===== src/rtl/core/bst_pkg.sv =====
package bst_pkg;

    // Default sizing
    localparam int STACK_DEPTH_DEF = 32;
    localparam int VALUE_WIDTH_DEF = 32;

    // Field widths
    localparam int BYTE_W  = 8;
    localparam int KIND_W  = 3;
    localparam int TOKV_W  = 32;
    localparam int DEPTH_W = 6;
    localparam int CODE_W  = 3;
    localparam int LEN_W   = 31;
    localparam int TDATA_OUT_W = 48;

    localparam logic [DEPTH_W-1:0] MAX_DEPTH_RST = 6'd32;
    localparam logic [LEN_W-1:0]   LEN_CAP       = 31'h7FFF_FFFF;

    typedef logic [KIND_W-1:0] kind_t;
    typedef logic [CODE_W-1:0] code_t;
    typedef logic [2:0]        mode_t;
    typedef logic [1:0]        entry_t;

    // Token kinds
    localparam kind_t KIND_INT   = 3'd0;
    localparam kind_t KIND_STR   = 3'd1;
    localparam kind_t KIND_BYTE  = 3'd2;
    localparam kind_t KIND_LIST  = 3'd3;
    localparam kind_t KIND_DICT  = 3'd4;
    localparam kind_t KIND_CLOSE = 3'd5;
    localparam kind_t KIND_ERR   = 3'd6;

    // Error codes
    localparam code_t ERR_NONE     = 3'd0;
    localparam code_t ERR_BAD_TYPE = 3'd1;
    localparam code_t ERR_BAD_KEY  = 3'd2;
    localparam code_t ERR_TRUNC    = 3'd3;
    localparam code_t ERR_DEPTH    = 3'd4;
    localparam code_t ERR_OVFL     = 3'd5;

    // Parser modes
    localparam mode_t MODE_VALUE = 3'd0;
    localparam mode_t MODE_INT   = 3'd1;
    localparam mode_t MODE_LEN   = 3'd2;
    localparam mode_t MODE_STR   = 3'd3;
    localparam mode_t MODE_ERR   = 3'd4;

    // Nesting stack entries
    localparam entry_t ENT_NONE = 2'd0;
    localparam entry_t ENT_LIST = 2'd1;
    localparam entry_t ENT_DKEY = 2'd2;
    localparam entry_t ENT_DVAL = 2'd3;

    // Number phases
    localparam logic [1:0] PH_SPACE = 2'd0;
    localparam logic [1:0] PH_SIGN  = 2'd1;
    localparam logic [1:0] PH_DIGIT = 2'd2;
    localparam logic [1:0] PH_SKIP  = 2'd3;

    // Characters
    localparam logic [7:0] CH_E     = 8'h65;
    localparam logic [7:0] CH_COLON = 8'h3A;
    localparam logic [7:0] CH_I     = 8'h69;
    localparam logic [7:0] CH_L     = 8'h6C;
    localparam logic [7:0] CH_D     = 8'h64;
    localparam logic [7:0] CH_0     = 8'h30;
    localparam logic [7:0] CH_9     = 8'h39;
    localparam logic [7:0] CH_SPACE = 8'h20;
    localparam logic [7:0] CH_TAB   = 8'h09;
    localparam logic [7:0] CH_CR    = 8'h0D;
    localparam logic [7:0] CH_PLUS  = 8'h2B;
    localparam logic [7:0] CH_MINUS = 8'h2D;

endpackage


===== src/rtl/core/bencode_stream_tokenizer.sv =====
// Channel | Dir | Handshake             | Payload
// s_      | in  | s_tvalid / s_tready   | s_tdata = data_byte, s_tlast = last_byte
// m_      | out | m_tvalid / m_tready   | m_tdata = value/flags, m_tuser = kind, m_tlast = end
// cfg_    | in  | cfg_valid / cfg_ready | cfg_data = max_depth
//
// Throughput is one byte per cycle while m_ is not stalled. A request is captured in the
// input register and any token it yields is then loaded into the result register, which
// drives m_; the step (stack top, times-ten multiply-add and compare) sits between.
// aresetn is synchronous, active low, and clears parser state and max_depth
// to 32; the stack memory is not cleared. A stalled m_ side holds the result
// register and backs up into the input register, then s_tready drops.
module bencode_stream_tokenizer
    import bst_pkg::*;
#(
    parameter int STACK_DEPTH = STACK_DEPTH_DEF,
    parameter int VALUE_WIDTH = VALUE_WIDTH_DEF
) (
    input  logic                   aclk,
    input  logic                   aresetn,
    // input bytes
    input  logic                   s_tvalid,
    output logic                   s_tready,
    input  logic [BYTE_W-1:0]      s_tdata,   // [7:0] data_byte
    input  logic                   s_tlast,   // last_byte
    // tokens
    output logic                   m_tvalid,
    input  logic                   m_tready,
    output logic [TDATA_OUT_W-1:0] m_tdata,   // [31:0] token_value, [32] string_end,
                                              // [33] is_key, [39:34] nest_depth,
                                              // [42:40] error_code, [47:43] zero
    output logic [KIND_W-1:0]      m_tuser,   // [2:0] token_kind
    output logic                   m_tlast,   // message_end
    // configuration
    input  logic                   cfg_valid,
    output logic                   cfg_ready,
    input  logic [DEPTH_W-1:0]     cfg_data   // max_depth
);

    localparam int SPW  = $clog2(STACK_DEPTH + 1);
    localparam int AW   = (STACK_DEPTH > 1) ? $clog2(STACK_DEPTH) : 1;
    localparam int ACCW = (VALUE_WIDTH > TOKV_W) ? VALUE_WIDTH : TOKV_W;
    localparam int MW   = ACCW + 4;
    localparam logic [MW-1:0] INT_LIM = MW'(1) << (VALUE_WIDTH - 1);
    localparam logic [MW-1:0] LEN_LIM = MW'(LEN_CAP);
    localparam logic [SPW+DEPTH_W-1:0] STK_LIM = (SPW+DEPTH_W)'(STACK_DEPTH);

    // Input register
    logic              in_valid_reg;
    logic [BYTE_W-1:0] in_data_reg;
    logic              in_last_reg;
    logic              adv;

    // Parser state
    mode_t            mode_reg, mode_next;
    logic [ACCW-1:0]  acc_reg, acc_next;
    logic             sign_reg, sign_next;
    logic [1:0]       phase_reg, phase_next;
    logic [LEN_W-1:0] rem_reg, rem_next;
    logic [SPW-1:0]   sp_reg, sp_next;
    entry_t           top_reg, top_next;
    entry_t           below_reg;
    logic             key_reg, key_next;
    logic [DEPTH_W-1:0] max_depth_reg;

    // Entries below the cached top of stack
    entry_t stack_mem [STACK_DEPTH];

    // Result register
    logic               m_valid_reg;
    kind_t              o_kind_reg, o_kind_next;
    logic [TOKV_W-1:0]  o_value_reg, o_value_next;
    logic               o_send_reg, o_send_next;
    logic               o_key_reg, o_key_next;
    logic [DEPTH_W-1:0] o_depth_reg, o_depth_next;
    code_t              o_code_reg, o_code_next;
    logic               o_last_reg;
    logic               have;

    // Step helpers
    logic [BYTE_W-1:0]        b;
    logic                     is_dig, is_spc;
    logic [3:0]               dig;
    entry_t                   top;
    logic [MW-1:0]            mac, int_cap;
    logic [ACCW-1:0]          neg_acc;
    logic [SPW+DEPTH_W-1:0]   sp_wide, spn_wide, md_wide;
    logic                     too_deep;
    logic                     do_push;
    logic [SPW-1:0]           sp_dec, rd_full;
    logic [AW-1:0]            wr_addr, rd_addr;

    assign adv       = in_valid_reg && (!m_valid_reg || m_tready);
    assign s_tready  = !in_valid_reg || adv;
    assign cfg_ready = 1'b1;

    always_ff @(posedge aclk) begin
        if (!aresetn) begin
            in_valid_reg <= 1'b0;
        end else if (s_tready) begin
            in_valid_reg <= s_tvalid;
        end
    end

    // Hold the byte until the step takes it
    always_ff @(posedge aclk) begin
        if (s_tready && s_tvalid) begin
            in_data_reg <= s_tdata;
            in_last_reg <= s_tlast;
        end
    end

    always_ff @(posedge aclk) begin
        if (!aresetn) begin
            max_depth_reg <= MAX_DEPTH_RST;
        end else if (cfg_valid) begin
            max_depth_reg <= cfg_data;
        end
    end

    assign b      = in_data_reg;
    assign is_dig = (b >= CH_0) && (b <= CH_9);
    assign is_spc = (b == CH_SPACE) || ((b >= CH_TAB) && (b <= CH_CR));
    assign dig    = b[3:0];
    assign top    = (sp_reg != '0) ? top_reg : ENT_NONE;

    // Times ten plus digit, by shift-add
    assign mac     = ({4'b0, acc_reg} << 3) + ({4'b0, acc_reg} << 1) + MW'(dig);
    assign int_cap = sign_reg ? INT_LIM : (INT_LIM - MW'(1));
    assign neg_acc = '0 - acc_reg;

    assign sp_wide  = {{DEPTH_W{1'b0}}, sp_reg};
    assign md_wide  = {{SPW{1'b0}}, max_depth_reg};
    assign too_deep = (sp_wide >= md_wide) || (sp_wide >= STK_LIM);

    always_comb begin
        mode_next    = mode_reg;
        acc_next     = acc_reg;
        sign_next    = sign_reg;
        phase_next   = phase_reg;
        rem_next     = rem_reg;
        sp_next      = sp_reg;
        top_next     = top_reg;
        key_next     = key_reg;
        do_push      = 1'b0;
        have         = 1'b0;
        o_kind_next  = KIND_INT;
        o_value_next = '0;
        o_send_next  = 1'b0;
        o_key_next   = 1'b0;
        o_code_next  = ERR_NONE;

        case (mode_reg)
            MODE_VALUE: begin
                if (top == ENT_DKEY && is_dig) begin
                    mode_next  = MODE_LEN;
                    acc_next   = ACCW'(dig);
                    phase_next = PH_DIGIT;
                    key_next   = 1'b1;
                end else if (b == CH_E && (top == ENT_DKEY || top == ENT_LIST)) begin
                    // Close: pop, reveal the parent and finish its value
                    sp_next     = sp_reg - 1'b1;
                    have        = 1'b1;
                    o_kind_next = KIND_CLOSE;
                    top_next    = below_reg;
                    if (sp_next != '0 && below_reg == ENT_DVAL) begin
                        top_next = ENT_DKEY;
                    end
                end else if (top == ENT_DKEY) begin
                    have        = 1'b1;
                    o_kind_next = KIND_ERR;
                    o_code_next = ERR_BAD_KEY;
                    mode_next   = MODE_ERR;
                end else if (b == CH_I) begin
                    mode_next  = MODE_INT;
                    acc_next   = '0;
                    sign_next  = 1'b0;
                    phase_next = PH_SPACE;
                end else if (b == CH_L || b == CH_D) begin
                    have = 1'b1;
                    if (too_deep) begin
                        o_kind_next = KIND_ERR;
                        o_code_next = ERR_DEPTH;
                        mode_next   = MODE_ERR;
                    end else begin
                        do_push     = 1'b1;
                        sp_next     = sp_reg + 1'b1;
                        top_next    = (b == CH_L) ? ENT_LIST : ENT_DKEY;
                        o_kind_next = (b == CH_L) ? KIND_LIST : KIND_DICT;
                    end
                end else if (is_dig) begin
                    mode_next  = MODE_LEN;
                    acc_next   = ACCW'(dig);
                    phase_next = PH_DIGIT;
                    key_next   = 1'b0;
                end else begin
                    have        = 1'b1;
                    o_kind_next = KIND_ERR;
                    o_code_next = ERR_BAD_TYPE;
                    mode_next   = MODE_ERR;
                end
            end
            MODE_INT: begin
                if (b == CH_E) begin
                    have         = 1'b1;
                    o_kind_next  = KIND_INT;
                    o_value_next = sign_reg ? neg_acc[TOKV_W-1:0] : acc_reg[TOKV_W-1:0];
                    mode_next    = MODE_VALUE;
                    if (top == ENT_DVAL) begin
                        top_next = ENT_DKEY;
                    end
                end else if (phase_reg == PH_SPACE && is_spc) begin
                    phase_next = PH_SPACE;
                end else if (phase_reg == PH_SPACE && (b == CH_PLUS || b == CH_MINUS)) begin
                    sign_next  = (b == CH_MINUS);
                    phase_next = PH_SIGN;
                end else if (phase_reg != PH_SKIP && is_dig) begin
                    phase_next = PH_DIGIT;
                    // Saturate at the signed range limit
                    acc_next   = (mac > int_cap) ? int_cap[ACCW-1:0] : mac[ACCW-1:0];
                end else begin
                    phase_next = PH_SKIP;
                end
            end
            MODE_LEN: begin
                if (b == CH_COLON) begin
                    have         = 1'b1;
                    o_kind_next  = KIND_STR;
                    o_value_next = acc_reg[TOKV_W-1:0];
                    o_send_next  = (acc_reg[LEN_W-1:0] == '0);
                    o_key_next   = key_reg;
                    if (acc_reg[LEN_W-1:0] == '0) begin
                        mode_next = MODE_VALUE;
                        if (key_reg) begin
                            if (sp_reg != '0) begin
                                top_next = ENT_DVAL;
                            end
                            key_next = 1'b0;
                        end else if (top == ENT_DVAL) begin
                            top_next = ENT_DKEY;
                        end
                    end else begin
                        mode_next = MODE_STR;
                        rem_next  = acc_reg[LEN_W-1:0];
                    end
                end else if (phase_reg == PH_DIGIT && is_dig) begin
                    if (mac > LEN_LIM) begin
                        have        = 1'b1;
                        o_kind_next = KIND_ERR;
                        o_code_next = ERR_OVFL;
                        mode_next   = MODE_ERR;
                    end else begin
                        acc_next = mac[ACCW-1:0];
                    end
                end else begin
                    phase_next = PH_SKIP;
                end
            end
            MODE_STR: begin
                rem_next     = rem_reg - 1'b1;
                have         = 1'b1;
                o_kind_next  = KIND_BYTE;
                o_value_next = TOKV_W'(b);
                o_send_next  = (rem_reg == LEN_W'(1));
                o_key_next   = key_reg;
                if (rem_reg == LEN_W'(1)) begin
                    mode_next = MODE_VALUE;
                    if (key_reg) begin
                        if (sp_reg != '0) begin
                            top_next = ENT_DVAL;
                        end
                        key_next = 1'b0;
                    end else if (top == ENT_DVAL) begin
                        top_next = ENT_DKEY;
                    end
                end
            end
            default: begin
                // Error mode: drop bytes until the message ends
            end
        endcase

        // Truncated message replaces any non-error token of the final byte
        if (in_last_reg && mode_reg != MODE_ERR && !(have && o_kind_next == KIND_ERR) &&
            (mode_next != MODE_VALUE || sp_next != '0)) begin
            have         = 1'b1;
            o_kind_next  = KIND_ERR;
            o_value_next = '0;
            o_send_next  = 1'b0;
            o_key_next   = 1'b0;
            o_code_next  = ERR_TRUNC;
            mode_next    = MODE_ERR;
        end

        spn_wide     = {{DEPTH_W{1'b0}}, sp_next};
        o_depth_next = spn_wide[DEPTH_W-1:0];

        if (in_last_reg) begin
            mode_next  = MODE_VALUE;
            acc_next   = '0;
            sign_next  = 1'b0;
            phase_next = PH_SPACE;
            rem_next   = '0;
            sp_next    = '0;
            key_next   = 1'b0;
        end
    end

    assign sp_dec  = sp_reg - 1'b1;
    assign wr_addr = sp_dec[AW-1:0];
    assign rd_full = sp_next - SPW'(2);
    assign rd_addr = rd_full[AW-1:0];

    // Spill the old top on a push; keep the next-lower entry read ahead
    always_ff @(posedge aclk) begin
        if (adv && do_push && sp_reg != '0) begin
            stack_mem[wr_addr] <= top_reg;
        end
        if (adv) begin
            if (do_push) begin
                below_reg <= top_reg;
            end else begin
                below_reg <= stack_mem[rd_addr];
            end
        end
    end

    always_ff @(posedge aclk) begin
        if (!aresetn) begin
            mode_reg  <= MODE_VALUE;
            acc_reg   <= '0;
            sign_reg  <= 1'b0;
            phase_reg <= PH_SPACE;
            rem_reg   <= '0;
            sp_reg    <= '0;
            top_reg   <= ENT_NONE;
            key_reg   <= 1'b0;
        end else if (adv) begin
            mode_reg  <= mode_next;
            acc_reg   <= acc_next;
            sign_reg  <= sign_next;
            phase_reg <= phase_next;
            rem_reg   <= rem_next;
            sp_reg    <= sp_next;
            top_reg   <= top_next;
            key_reg   <= key_next;
        end
    end

    always_ff @(posedge aclk) begin
        if (!aresetn) begin
            m_valid_reg <= 1'b0;
        end else if (adv) begin
            m_valid_reg <= have;
        end else if (m_tready) begin
            m_valid_reg <= 1'b0;
        end
    end

    always_ff @(posedge aclk) begin
        if (adv && have) begin
            o_kind_reg  <= o_kind_next;
            o_value_reg <= o_value_next;
            o_send_reg  <= o_send_next;
            o_key_reg   <= o_key_next;
            o_depth_reg <= o_depth_next;
            o_code_reg  <= o_code_next;
            o_last_reg  <= in_last_reg;
        end
    end

    assign m_tvalid = m_valid_reg;
    assign m_tuser  = o_kind_reg;
    assign m_tlast  = o_last_reg;
    assign m_tdata  = {5'b0, o_code_reg, o_depth_reg, o_key_reg, o_send_reg, o_value_reg};

`ifndef SYNTHESIS
    // Error tokens carry a code, other tokens never do
    a_err_code: assert property (@(posedge aclk) disable iff (!aresetn)
        m_valid_reg |-> ((o_kind_reg == KIND_ERR) == (o_code_reg != ERR_NONE)))
        else $error("error_code does not match token kind");

    // string_end only on string tokens
    a_send_kind: assert property (@(posedge aclk) disable iff (!aresetn)
        (m_valid_reg && o_send_reg) |-> (o_kind_reg == KIND_STR || o_kind_reg == KIND_BYTE))
        else $error("string_end on a non-string token");

    // The final byte leaves the parser at top level
    a_msg_clear: assert property (@(posedge aclk) disable iff (!aresetn)
        (adv && in_last_reg) |=> (sp_reg == '0 && mode_reg == MODE_VALUE && !key_reg))
        else $error("parser state not cleared at message end");

    // Stack pointer stays within the stack
    a_sp_bound: assert property (@(posedge aclk) disable iff (!aresetn)
        adv |=> (sp_wide <= STK_LIM))
        else $error("stack pointer beyond stack depth");
`endif

endmodule


===== config.mk =====
export PLATFORM = sky130hd
export DESIGN_NAME = bencode_stream_tokenizer
export DESIGN_NICKNAME = d
export VERILOG_FILES = /design/src/rtl/core/bst_pkg.sv /design/src/rtl/core/bencode_stream_tokenizer.sv
export SDC_FILE = /design/constraint.sdc
export NUM_CORES = 1
export LEC_CHECK = 0
export BUFFER_PORTS_ARGS = -buffer_cell sky130_fd_sc_hd__buf_2
export CAP_MARGIN = 20
export CORE_UTILIZATION = 40
export CTS_CLUSTER_SIZE = 10
export DETAILED_ROUTE_END_ITERATION = 6
export PLACE_DENSITY_LB_ADDON = 0.05
export SETUP_SLACK_MARGIN = 0.2
export SYNTH_ARGS = -nofsm -noshare
export SYNTH_HDL_FRONTEND = slang
export SYNTH_SLANG_ARGS = --single-unit

===== constraint.sdc =====
create_clock -name aclk -period 6.05 [get_ports aclk]
set_input_delay 1.21 -clock aclk [delete_from_list [all_inputs] [get_ports aclk]]
set_output_delay 1.21 -clock aclk [all_outputs]
set_load 0.01 [all_outputs]

==> results of run 1 <==
## metrics by stage
step           hold WS [ns]  power (mW)
2_1_floorplan         0.435        1.75
3_3_place_gp          0.477        1.85
3_5_place_dp          0.489        1.85
4_1_cts               0.502        3.34
5_1_grt               0.528        3.41
6_report              0.499        3.30
## power by group through the flow
| stage | clock network, mW | logic [mW] | registers (mW) |
|---|---|---|---|
| 6_report | 1.47 | 0.277 | 1.55 |
| 5_1_grt | 1.56 | 0.300 | 1.55 |
| 4_1_cts | 1.51 | 0.276 | 1.55 |
| 3_5_place_dp | 0 | 0.274 | 1.58 |
| 3_3_place_gp | 0 | 0.275 | 1.58 |
| 2_1_floorplan | 0 | 0.169 | 1.58 |
## per-layer routing
metal | GRT usage (%) | wire length, um | up-vias
met5 | 0 | 0 | -
met4 | 5.96 | 910 | 0
met3 | 3.26 | 3220 | 48
met2 | 37.4 | 20200 | 427
met1 | 39.0 | 23900 | 6449
li1 | - | - | 6449
## Yosys cell counts, types with 10 or more instances
cell type	instances	area, um^2
a21o_1	13	97.6
a21oi_2	12	105
nor3_1	52	260
clkbuf_1	77	289
o31ai_1	14	105
and2_1	12	75.1
or4_1	13	97.6
o211ai_1	14	105
nand3_1	40	200
nor4_1	15	93.8
a21oi_1	131	656
a211o_1	29	254
nor2b_1	13	81.3
and3_1	14	87.6
a221oi_1	11	96.3
ha_1	112	1400
edfxtp_1	122	3660
or2_2	14	87.6
xnor2_1	27	236
nand4b_1	10	87.6
nand2b_1	11	68.8
o21ai_0	107	536
or3_1	27	169
mux2i_1	25	250
nand4_1	22	138
nor2_1	222	833
nand2_1	170	638
dfxtp_1	86	1720
inv_1	40	150
a31oi_1	23	144
o21a_1	22	165
a211oi_1	17	128
a2111oi_0	10	87.6
xor2_1	17	149
## area by class of cell
cell class | count | share of cell area (%)
Tap cell | 461 | 3.49
Inverter | 44 | 1.00
Sequential cell | 208 | 32.6
Clock buffer | 42 | 4.37
Multi-Input combinational cell | 1345 | 53.1
Timing Repair Buffer | 131 | 5.03
Clock inverter | 6 | 0.394
## worst max path at each step
stage	end	slack, ns	cells past startpoint
6_report	acc_reg[28]	0.52	19
5_1_grt	acc_reg[28]	0.20	23
4_1_cts	acc_reg[7]	0.23	22
3_5_place_dp	acc_reg[7]	0.06	22
3_3_place_gp	acc_reg[15]	0.20	22
2_1_floorplan	m_tlast	0.40	15
## kinds of logic (layout without fill, tap and decap cells)
group           Yosys count  in the layout  synth area share, %
mux                      36             36                 3.17
compound gates          481            481                 21.6
simple gates            664            664                 21.8
fa+ha+maj               114            114                 9.83
flops                   208            208                 36.7
other cells               2              6               0.0512
xor+xnor                 44             44                 2.63
buf+inv                 145            223                 4.17
## timing repair
item                                    CTS  global route
hold buffers                              0             0
cloned                                    0             0
endpoints found under the setup margin   15            32
setup buffers                             0             1
pin swaps                                 0             2
gates resized for setup                   1             9
## worst register-to-register path, cell delays in order (launching register included)
cell and delay [ns]:
dfxtp_1 0.70, ha_1 0.34, ha_1 0.42, nand4_1 0.18, nor4_1 0.49, nand3_1 0.23, o211ai_1 0.49, a21oi_1 0.17
xnor2_1 0.33, ha_1 0.32, a21o_1 0.16, a21o_1 0.17, a21oi_1 0.12, o21ai_0 0.09, o21ai_0 0.17, nand4_1 0.13
buf_4 0.20, and3_1 0.24, or2_2 0.29, a22o_1 0.19
==> reports/results.ini, run 1 <==
[cts]
cts-root-buf = clkbuf_16
path_clk_slew_ns = 0.05
cts.sink_count = 208
cts_tree = built
clockBufferDepth = 3
clock_latency_ns = 0.55
cts_buffers = 26
htreeDepth = 1

[detailed_routing]
drc = 2
avgViaCountPerCell = 5.98
vias = 13400
dr.pass1.iters = 7
drtIter0Drc = 1184
drt-total-wl_mm = 48.2
routedWlPerCell_um = 21.5
postRouteAntennaNets = 0

[die]
fp.dieW_um = 193
die_h_um = 193
coreArea_mm2 = 0.0358
die_area_mm2 = 0.0374
initial_utilization_pct = 40.9
std_cell_rows = 69
ioPinCount = 75

[final_layout]
final_cell_mix = nor2_1 (221), nand2_1 (170), a21oi_1 (129), edfxtp_1 (122), ha_1 (112)
num-nets-final = 1890
drive_above_1_share_pct = 13.5
finalNonFillerCells = 2237
nFillCells = 3523
fin_util_pct = 46.1
largest_reg_flops = 64
area_delta_synth_final_pct = 12.6
layout_commonest_cell = nor2_1
ff_latch_area_mm2 = 0.00539
n_antenna_cell = 0
multi_input_area_mm2 = 0.00876
design_area_mm2 = 0.0165

[power_and_ir_drop]
peakVddDrop_mv = 0.170
comb_power_share_pct = 8.4
seqPwrFrac_pct = 46.9
power.switching_uw = 829
p_int_mw = 2.47
power-per-cell-area_mw_per_mm2 = 200
power_leakage_nw = 6.83
clockPowerShare_pct = 44.7
netSwitchingFraction_pct = 25.1

[sta]
fin_ws_ns = 0.522
hold_viol = 0
setup_viol = 0
period_minus_slack_ns = 5.53
layout_worst_path_cycle_share_pct = 91.4
max_freq_mhz = 181
max-slew-margin-rel_pct = 31.8
fin_tns_setup_ns = 0
skew_ns = 0.0149
worstMarginPinSlew_ns = 1.02
finalMaxSlewViolations = 0
rsz0062_at_grt = no

[hold_path]
hold_path_class = reg2reg
min_path_cells = 2
hp-start = max_depth_reg[4]
holdPathEnd = max_depth_reg[4]

[critical_path]
crit_path_top_delay_cell = dfxtp_1
r2r_cells = 19
crit_top_cell = ha_1
crit_type = reg2reg
reg2reg_from = acc_reg[17]
start_kind = flop
crit_path_max_fanout = 10
critPathTopFamily = simple AND/OR/NAND/NOR gates
cp.required_ns = 6.49
crit_start = acc_reg[17]
max_stage_delay_ns = 0.70
cp_cell_sequence = ha_1 -> ha_1 -> nand4_1 -> nor4_1 -> nand3_1 -> o211ai_1 -> a21oi_1 -> xnor2_1 -> ha_1 -> a21o_1 -> a21o_1 -> a21oi_1 -> o21ai_0 -> o21ai_0 -> nand4_1 -> buf_4 -> and3_1 -> or2_2 -> a22o_1
worstReg2RegEnd = acc_reg[28]
cp.arrival_ns = 5.97
crit_buf_inv = 1
reg2reg_slack_ns = 0.52
end_kind = flop

[global_route]
grt_pass1_wl_mm = 74.9
grt_usage_pct = 25.4
grt_pass1_vias = 12600
antenna_found_initial = 0
grt_max_degree = 49
overflow = 0

[synthesis]
ys_seq_area_share_pct = 36.7
synth_cell_types = 84
avgSynthCellArea_um2 = 8.65
synth_edf_count = 122
ys_seq_elements = 208
netlist_instances = 1694
ys.flop_type = edfxtp_1
async_flop_share_pct = 0
synth_warnings = 0
syn_area_mm2 = 0.0147

[placed_design]
placed_cells_incl_taps = 2188
postPlaceCellArea_mm2 = 0.0157
pre_cts_ws_ns = 0.0647
gp_congestion = 0.895
dp_hpwl_mm = 35.3
port_buffers = 68

[status]
violations = design-rule violations
status = finished, violations left

[run]
cap_violations = 0

Power figures use the tool's default switching activity.
==> run 2: changes to the inputs <==
--- a/config.mk
+++ b/config.mk
@@ -5,6 +5,7 @@
 export SDC_FILE = /design/constraint.sdc
 export NUM_CORES = 1
 export LEC_CHECK = 0
+export ABC_AREA = 1
 export BUFFER_PORTS_ARGS = -buffer_cell sky130_fd_sc_hd__buf_2
 export CAP_MARGIN = 20
 export CORE_UTILIZATION = 40
==> constraint.sdc (replaced) <==
create_clock -name aclk -period 5.5 [get_ports aclk]
set_input_delay 1.1 -clock aclk [delete_from_list [all_inputs] [get_ports aclk]]
set_output_delay 1.1 -clock aclk [all_outputs]
set_load 0.01 [all_outputs]
==> run 2 against run 1 <==
The flow now finishes without violations. Largest power group unchanged. Clock power increased by 17%. Clock-buffer cell count is 2 higher. Highest routed layer unchanged. Total power is 21% higher. Sequential power increased by 12%. Critical endpoint unchanged.
==> reports/results.ini, run 2 <==
[global_route]
overflow = 0  ; unchanged
grt_usage_pct = 25.7  ; was 25.4%
grt_pass1_vias = 13600  ; was 12600
antenna_found_initial = 0  ; unchanged
grt_max_degree = 55  ; was 49
grt_pass1_wl_mm = 77.8  ; was 74.9 mm

[synthesis]
async_flop_share_pct = 0  ; unchanged
ys_seq_area_share_pct = 35.5  ; was 36.7%
synth_cell_types = 60  ; was 84
syn_area_mm2 = 0.0152  ; was 0.0147 mm^2
synth-simple-area-share_pct = 25.9  ; was 21.8%
synth_top_area_share_pct = 24.1  ; was 25.0%
synth_area_leaders = edfxtp_1 (24%), dfxtp_1 (11%), nand2_1 (11%)  ; was edfxtp_1 (25%), dfxtp_1 (12%), ha_1 (9.6%)
synthMuxAreaShare_pct = 0  ; was 3.17%
netlist_instances = 2080  ; was 1694
yosys.area.top_type = edfxtp_1  ; unchanged
synth_edf_count = 122  ; unchanged
synthXorXnorAreaFrac_pct = 2.48  ; was 2.63%
avgSynthCellArea_um2 = 7.29  ; was 8.65 um^2
synth_top_family_by_area = simple AND/OR/NAND/NOR gates  ; unchanged
synth_warnings = 0  ; unchanged
synth-compound-area-share_pct = 17.7  ; was 21.6%
ys_seq_elements = 208  ; unchanged
ys.flop_type = edfxtp_1  ; unchanged
synth_common_cells = nand2_1 (452), inv_1 (253), nor2_1 (227)  ; was nor2_1 (222), nand2_1 (170), a21oi_1 (131)
synth.most_common_cell = nand2_1  ; was nor2_1
yosys.area_share.adder_pct = 9.50  ; was 9.83%

[detailed_routing]
drtIter0Drc = 1044  ; was 1184
postRouteAntennaNets = 0  ; unchanged
drt-total-wl_mm = 49.5  ; was 48.2 mm
dr.pass1.iters = 5  ; was 7
vias = 14300  ; was 13400
avgViaCountPerCell = 5.36  ; was 5.98
drc = 0  ; was 2
routedWlPerCell_um = 18.5  ; was 21.5 um

[final_layout]
area_delta_synth_final_pct = 12.3  ; was 12.6%
largest_reg_flops = 64  ; unchanged
layout_commonest_cell = nand2_1  ; was nor2_1
drive_above_1_share_pct = 10.6  ; was 13.5%
final_cell_mix = nand2_1 (452), inv_1 (252), nor2_1 (226), a21oi_1 (178), o21ai_0 (134)  ; was nor2_1 (221), nand2_1 (170), a21oi_1 (129), edfxtp_1 (122), ha_1 (112)
num-nets-final = 2284  ; was 1890
n_antenna_cell = 0  ; unchanged
multi_input_area_mm2 = 0.00851  ; was 0.00876 mm^2
nFillCells = 3847  ; was 3523
ff_latch_area_mm2 = 0.00539  ; unchanged

[hold_path]
hold_path_class = reg2reg  ; unchanged
min_path_cells = 2  ; unchanged
hp-start = key_reg  ; was max_depth_reg[4]
holdPathEnd = key_reg  ; was max_depth_reg[4]

[sta]
max_freq_mhz = 205  ; was 181 MHz
max-slew-margin-rel_pct = 41.9  ; was 31.8%
period_minus_slack_ns = 4.89  ; was 5.53 ns
hold_viol = 0  ; unchanged
rsz0062_at_grt = no  ; unchanged
layout_worst_path_cycle_share_pct = 88.8  ; was 91.4%
worstMarginPinSlew_ns = 0.863  ; was 1.02 ns
finalMaxSlewViolations = 0  ; unchanged
whs_ns = 0.484  ; was 0.499 ns
setup_viol = 0  ; unchanged
fin_tns_setup_ns = 0  ; unchanged
skew_ns = 0.0155  ; was 0.0149 ns

[critical_path]
cp.arrival_ns = 5.35  ; was 5.97 ns
r2r_cells = 27  ; was 19
end_kind = flop  ; unchanged
reg2reg_slack_ns = 0.61  ; was 0.52 ns
crit_path_max_fanout = 19  ; was 10
cp.required_ns = 5.96  ; was 6.49 ns
start_kind = flop  ; unchanged
reg2reg_from = b[3]  ; was acc_reg[17]
crit_type = reg2reg  ; unchanged
worstReg2RegEnd = acc_reg[28]  ; unchanged

[cts]
htreeDepth = 1  ; unchanged
cts.sink_count = 208  ; unchanged
ctsHoldBuffers = 0  ; unchanged
clockBufferDepth = 3  ; unchanged
cts_buffers = 26  ; unchanged
cts-root-buf = clkbuf_16  ; unchanged
clock_latency_ns = 0.54  ; was 0.55 ns
path_clk_slew_ns = 0.06  ; was 0.05 ns
post_cts_buffers = 0  ; unchanged
cts_tree = built  ; unchanged

[die]
std_cell_rows = 70  ; was 69
fp.dieW_um = 197  ; was 193 um
die_area_mm2 = 0.0387  ; was 0.0374 mm^2
ioPinCount = 75  ; unchanged
die_h_um = 197  ; was 193 um
initial_utilization_pct = 41.0  ; was 40.9%
coreArea_mm2 = 0.0370  ; was 0.0358 mm^2

[power_and_ir_drop]
peakVddDrop_mv = 0.201  ; was 0.170 mV
total_power_mw = 3.99  ; was 3.30 mW
power_leakage_nw = 7.69  ; was 6.83 nW
power-per-cell-area_mw_per_mm2 = 234  ; was 200 mW/mm^2

[placed_design]
gp_congestion = 0.953  ; was 0.895
dp_hpwl_mm = 36.8  ; was 35.3 mm
port_buffers = 68  ; unchanged

[status]
status = completed  ; was finished, violations left

[run]
cap_violations = 0  ; unchanged

==> run 2: cell types whose count changed after synthesis, sizes merged, moves of 27 or more <==
cell / delta
nand2: +294
or3: -27
clkbuf: -35
a21oi: +48
o21ai: +29
nor2: +29
nand3: +73
a211o: -28
inv: +219
==> run 2: layout make-up <==
type                            count  share of cell area, %
Timing Repair Buffer              111                   3.97
Sequential cell                   208                   31.6
Tap cell                          504                   3.70
Clock inverter                      4                  0.404
Multi-Input combinational cell   1539                   50.0
Clock buffer                       44                   4.52
Inverter                          264                   5.82
==> run 2: power by group <==
part | internal (mW) | leakage [nW] | switching (mW)
combinational | 0.157 | 5.33 | 0.379
sequential | 1.69 | 1.96 | 0.0423
clock | 1.04 | 0.405 | 0.680
total | 2.89 | 7.69 | 1.10
==> run 2: routing by layer <==
metal  GRT usage (%)  share of wire, %  up-vias
met5               0                 0        -
met4            6.14               2.3        0
met3            2.72               5.1       73
met2            42.7                46      414
met1            35.8                47     6701
li1                -                 -     7158
==> run 2: timing repair <==
item,4_1_cts,5_1_grt
gates resized for setup,0,6
setup endpoints to repair,0,31
hold endpoints to repair,0,0
==> run 2: worst max-delay path, cell delays in order (launching register included) <==
cell,delay [ns]
edfxtp_1,0.43
inv_2,0.11
fa_1,0.54
inv_1,0.07
fa_1,0.43
nand2_1,0.10
nand2_1,0.09
nand3b_1,0.09
nand2_1,0.10
nand2_1,0.10
nand2_2,0.12
a31oi_1,0.25
xor2_1,0.30
inv_1,0.08
ha_1,0.18
a21oi_1,0.15
nor2_1,0.07
a2111oi_2,0.34
a21o_1,0.17
nand2_1,0.04
nand2_1,0.05
nand2_1,0.15
nand2_1,0.15
nand2_1,0.07
buf_4,0.20
a21oi_1,0.20
nand2_1,0.08
a21oi_1,0.13
==> run 2: cells by family after synthesis <==
logic type	Yosys count
simple gates	921
compound gates	455
buf+inv	337
other cells	2
flops	208
fa+ha+maj	114
xor+xnor	43
==> run 2: through the flow <==
step	setup WS, ns	instances	util, %	cell area [um^2]
final	0.615	2674	46.1	17000
after global routing	0.200	2674	46.1	17000
after global placement	0.598	2626	43.7	16200
after detailed placement	0.465	2626	43.7	16200
after CTS	0.435	2674	46.0	17000
after floorplan	1.11	2084	-	15200
==> run 2: worst max path at each step <==
stage	from	end	slack (ns)	depth (start not counted)
floorplan	b[3]	m_tlast	1.11	25
global placement	b[3]	acc_reg[28]	0.60	27
detailed placement	b[3]	acc_reg[28]	0.46	27
CTS	b[3]	acc_reg[28]	0.43	27
global route	b[3]	acc_reg[1]	0.20	30
finish	b[3]	acc_reg[28]	0.61	27
==> run 3: changes to the inputs <==
--- a/config.mk
+++ b/config.mk
@@ -11,6 +11,7 @@
 export CORE_UTILIZATION = 40
 export CTS_CLUSTER_SIZE = 10
 export DETAILED_ROUTE_END_ITERATION = 6
+export GPL_TIMING_DRIVEN = 0
 export PLACE_DENSITY_LB_ADDON = 0.05
 export SETUP_SLACK_MARGIN = 0.2
 export SYNTH_ARGS = -nofsm -noshare
==> run 3 against run 2 <==
Clock-buffer cell count rose by 1. Non-clock buffer count rose by 40. Sequential power is essentially flat. Sequential share of layout area down 0.55 points. First-iteration DRC count grew 21%. Register-to-register slack worse by 0.04 ns. Maximum frequency down 0.77%.
==> reports/results.ini, run 3 (synthesized netlist as in run 2, its figures left out) <==
[cts]
htreeDepth = 1  ; unchanged
clock_latency_ns = 0.56  ; was 0.54 ns
ctsHoldBuffers = 0  ; unchanged
cts_tree = built  ; unchanged
cts.sink_count = 208  ; unchanged
path_clk_slew_ns = 0.06  ; about the same
clockBufferDepth = 3  ; unchanged
cts_buffers = 26  ; unchanged
cts-root-buf = clkbuf_16  ; unchanged

[detailed_routing]
postRouteAntennaNets = 0  ; unchanged
drt-total-wl_mm = 53.0  ; was 49.5 mm
routedWlPerCell_um = 19.5  ; was 18.5 um
dr.pass1.iters = 6  ; was 5
drc = 0  ; unchanged
avgViaCountPerCell = 5.44  ; was 5.36
drtIter0Drc = 1260  ; was 1044
vias = 14800  ; was 14300

[global_route]
antenna_found_initial = 0  ; unchanged
grt_usage_pct = 27.4  ; was 25.7%
overflow = 0  ; unchanged
grt_pass1_vias = 13900  ; was 13600
grt_max_degree = 26  ; was 55
grt_pass1_wl_mm = 81.8  ; was 77.8 mm

[critical_path]
cp.required_ns = 5.88  ; was 5.96 ns
worstReg2RegEnd = acc_reg[23]  ; was acc_reg[28]
setup.worst_path.end = acc_reg[23]  ; was acc_reg[28]
crit_type = reg2reg  ; unchanged
start_kind = flop  ; unchanged
crit_start = acc_reg[3]  ; was b[3]
end_kind = flop  ; unchanged
r2r_cells = 26  ; was 27
crit_path_max_fanout = 10  ; was 19
reg2reg_from = acc_reg[3]  ; was b[3]
reg2reg_slack_ns = 0.58  ; was 0.61 ns
cp.arrival_ns = 5.31  ; was 5.35 ns

[sta]
fin_tns_setup_ns = 0  ; unchanged
max_freq_mhz = 203  ; was 205 MHz
finalMaxSlewViolations = 0  ; unchanged
skew_ns = 0.0304  ; was 0.0155 ns
worstMarginPinSlew_ns = 1.06  ; was 0.863 ns
period_minus_slack_ns = 4.92  ; was 4.89 ns
hold_viol = 0  ; unchanged
rsz0062_at_grt = no  ; unchanged
setup_viol = 0  ; unchanged
layout_worst_path_cycle_share_pct = 89.5  ; was 88.8%
max-slew-margin-rel_pct = 29.0  ; was 41.9%

[final_layout]
layout_commonest_cell = nand2_1  ; unchanged
area_delta_synth_final_pct = 14.4  ; was 12.3%
n_antenna_cell = 0  ; unchanged
largest_reg_flops = 64  ; unchanged
fin_util_pct = 47.0  ; was 46.1%
design_area_mm2 = 0.0174  ; was 0.0170 mm^2
final_cell_mix = nand2_1 (442), inv_1 (252), nor2_1 (226), a21oi_1 (178), o21ai_0 (131)  ; was nand2_1 (452), inv_1 (252), nor2_1 (226), a21oi_1 (178), o21ai_0 (134)
finalNonFillerCells = 2714  ; was 2674
drive_above_1_share_pct = 11.7  ; was 10.6%
num-nets-final = 2324  ; was 2284

[power_and_ir_drop]
total_power_mw = 3.94  ; was 3.99 mW
peakVddDrop_mv = 0.211  ; was 0.201 mV
power-per-cell-area_mw_per_mm2 = 227  ; was 234 mW/mm^2
power_leakage_nw = 7.74  ; was 7.69 nW

[die]
coreArea_mm2 = 0.0370  ; unchanged
std_cell_rows = 70  ; unchanged
ioPinCount = 75  ; unchanged
fp.dieW_um = 197  ; unchanged
die_h_um = 197  ; unchanged
initial_utilization_pct = 41.0  ; unchanged
die_area_mm2 = 0.0387  ; unchanged

[placed_design]
port_buffers = 67  ; was 68
gp_congestion = 0.934  ; was 0.953
postPlaceCellArea_mm2 = 0.0163  ; was 0.0162 mm^2
dp_hpwl_mm = 41.5  ; was 36.8 mm
placed_cells_incl_taps = 2659  ; was 2626

[status]
status = completed  ; unchanged

[hold_path]
hold_path_class = reg2reg  ; unchanged

[run]
cap_violations = 0  ; unchanged

==> run 3: cell types whose count changed in the layout (fill, tap and decap cells not counted), sizes merged <==
cell | before | now
buf | 111 | 107
clkbuf | 44 | 89
bufinv | 2 | 0
clkinv | 4 | 5
==> run 3: how the worst min path moves through the flow <==
stage	from	end	slack [ns]	cells past startpoint
floorplan	max_depth_reg[1]	max_depth_reg[1]	0.44	2
detailed placement	key_reg	key_reg	0.47	2
CTS	key_reg	key_reg	0.48	2
finish	key_reg	key_reg	0.49	2
global placement	key_reg	key_reg	0.47	2
global route	rem_reg[25]	rem_reg[25]	0.53	2
==> run 3: what timing repair did <==
action / 4_1_cts / 5_1_grt
endpoints found under the setup margin: 32 / 58
gates resized for setup: 18 / 43
buffers inserted: 1 / 5
pin swaps: 1 / 13
gates cloned: 0 / 0
==> run 3: stage by stage <==
| step | worst slack [ns] | hold slack [ns] |
|---|---|---|
| after detailed placement | -0.370 | 0.473 |
| after CTS | 0.215 | 0.483 |
| after floorplan | 1.11 | 0.437 |
| after global routing | 0.199 | 0.526 |
| after global placement | -0.590 | 0.468 |
| final | 0.576 | 0.491 |
==> run 3: layout make-up <==
cell class                 count  area (um^2)
buffer                        73          364
clock buffer                  45          782
clock inverter                 3         26.3
fill                        3797        19600
inverter                     264          997
multi-input combinational   1539         8680
sequential                   208         5400
tap                          504          631
timing repair buffer          78          490
==> run 3: where the power goes <==
part | switching, mW | leakage, nW | internal (mW)
Clock | 0.675 | 0.394 | 0.958
Combinational | 0.394 | 5.39 | 0.172
Sequential | 0.0479 | 1.96 | 1.69
Total | 1.12 | 7.74 | 2.82
==> run 3: metal layers <==
layer | vias to the layer above | GRT usage [%] | wire length, um
li1 | 7247 | - | -
met1 | 6936 | 37.9 | 24600
met2 | 508 | 45.4 | 24000
met3 | 80 | 2.81 | 2890
met5 | - | 0 | 0
met4 | 0 | 7.58 | 1450
==> run 3: critical path, stage by stage, from the launching register on <==
cell and delay (ns):
dfxtp_1 0.65, ha_1 0.34, ha_1 0.36, nand2_1 0.13, inv_1 0.06, nand2_1 0.06, nand2_1 0.05, nand2_1 0.07
nand3_2 0.13, nand2_1 0.11, nand2_2 0.08, a31o_2 0.22, xnor2_1 0.36, inv_1 0.08, ha_1 0.31, a21oi_1 0.25
a31oi_4 0.15, a2111oi_4 0.28, a21o_1 0.17, nand2_1 0.06, nand2_2 0.09, nand2_4 0.09, clkinv_2 0.17, buf_2 0.23
a21oi_1 0.09, nand2_1 0.09, a21oi_1 0.06
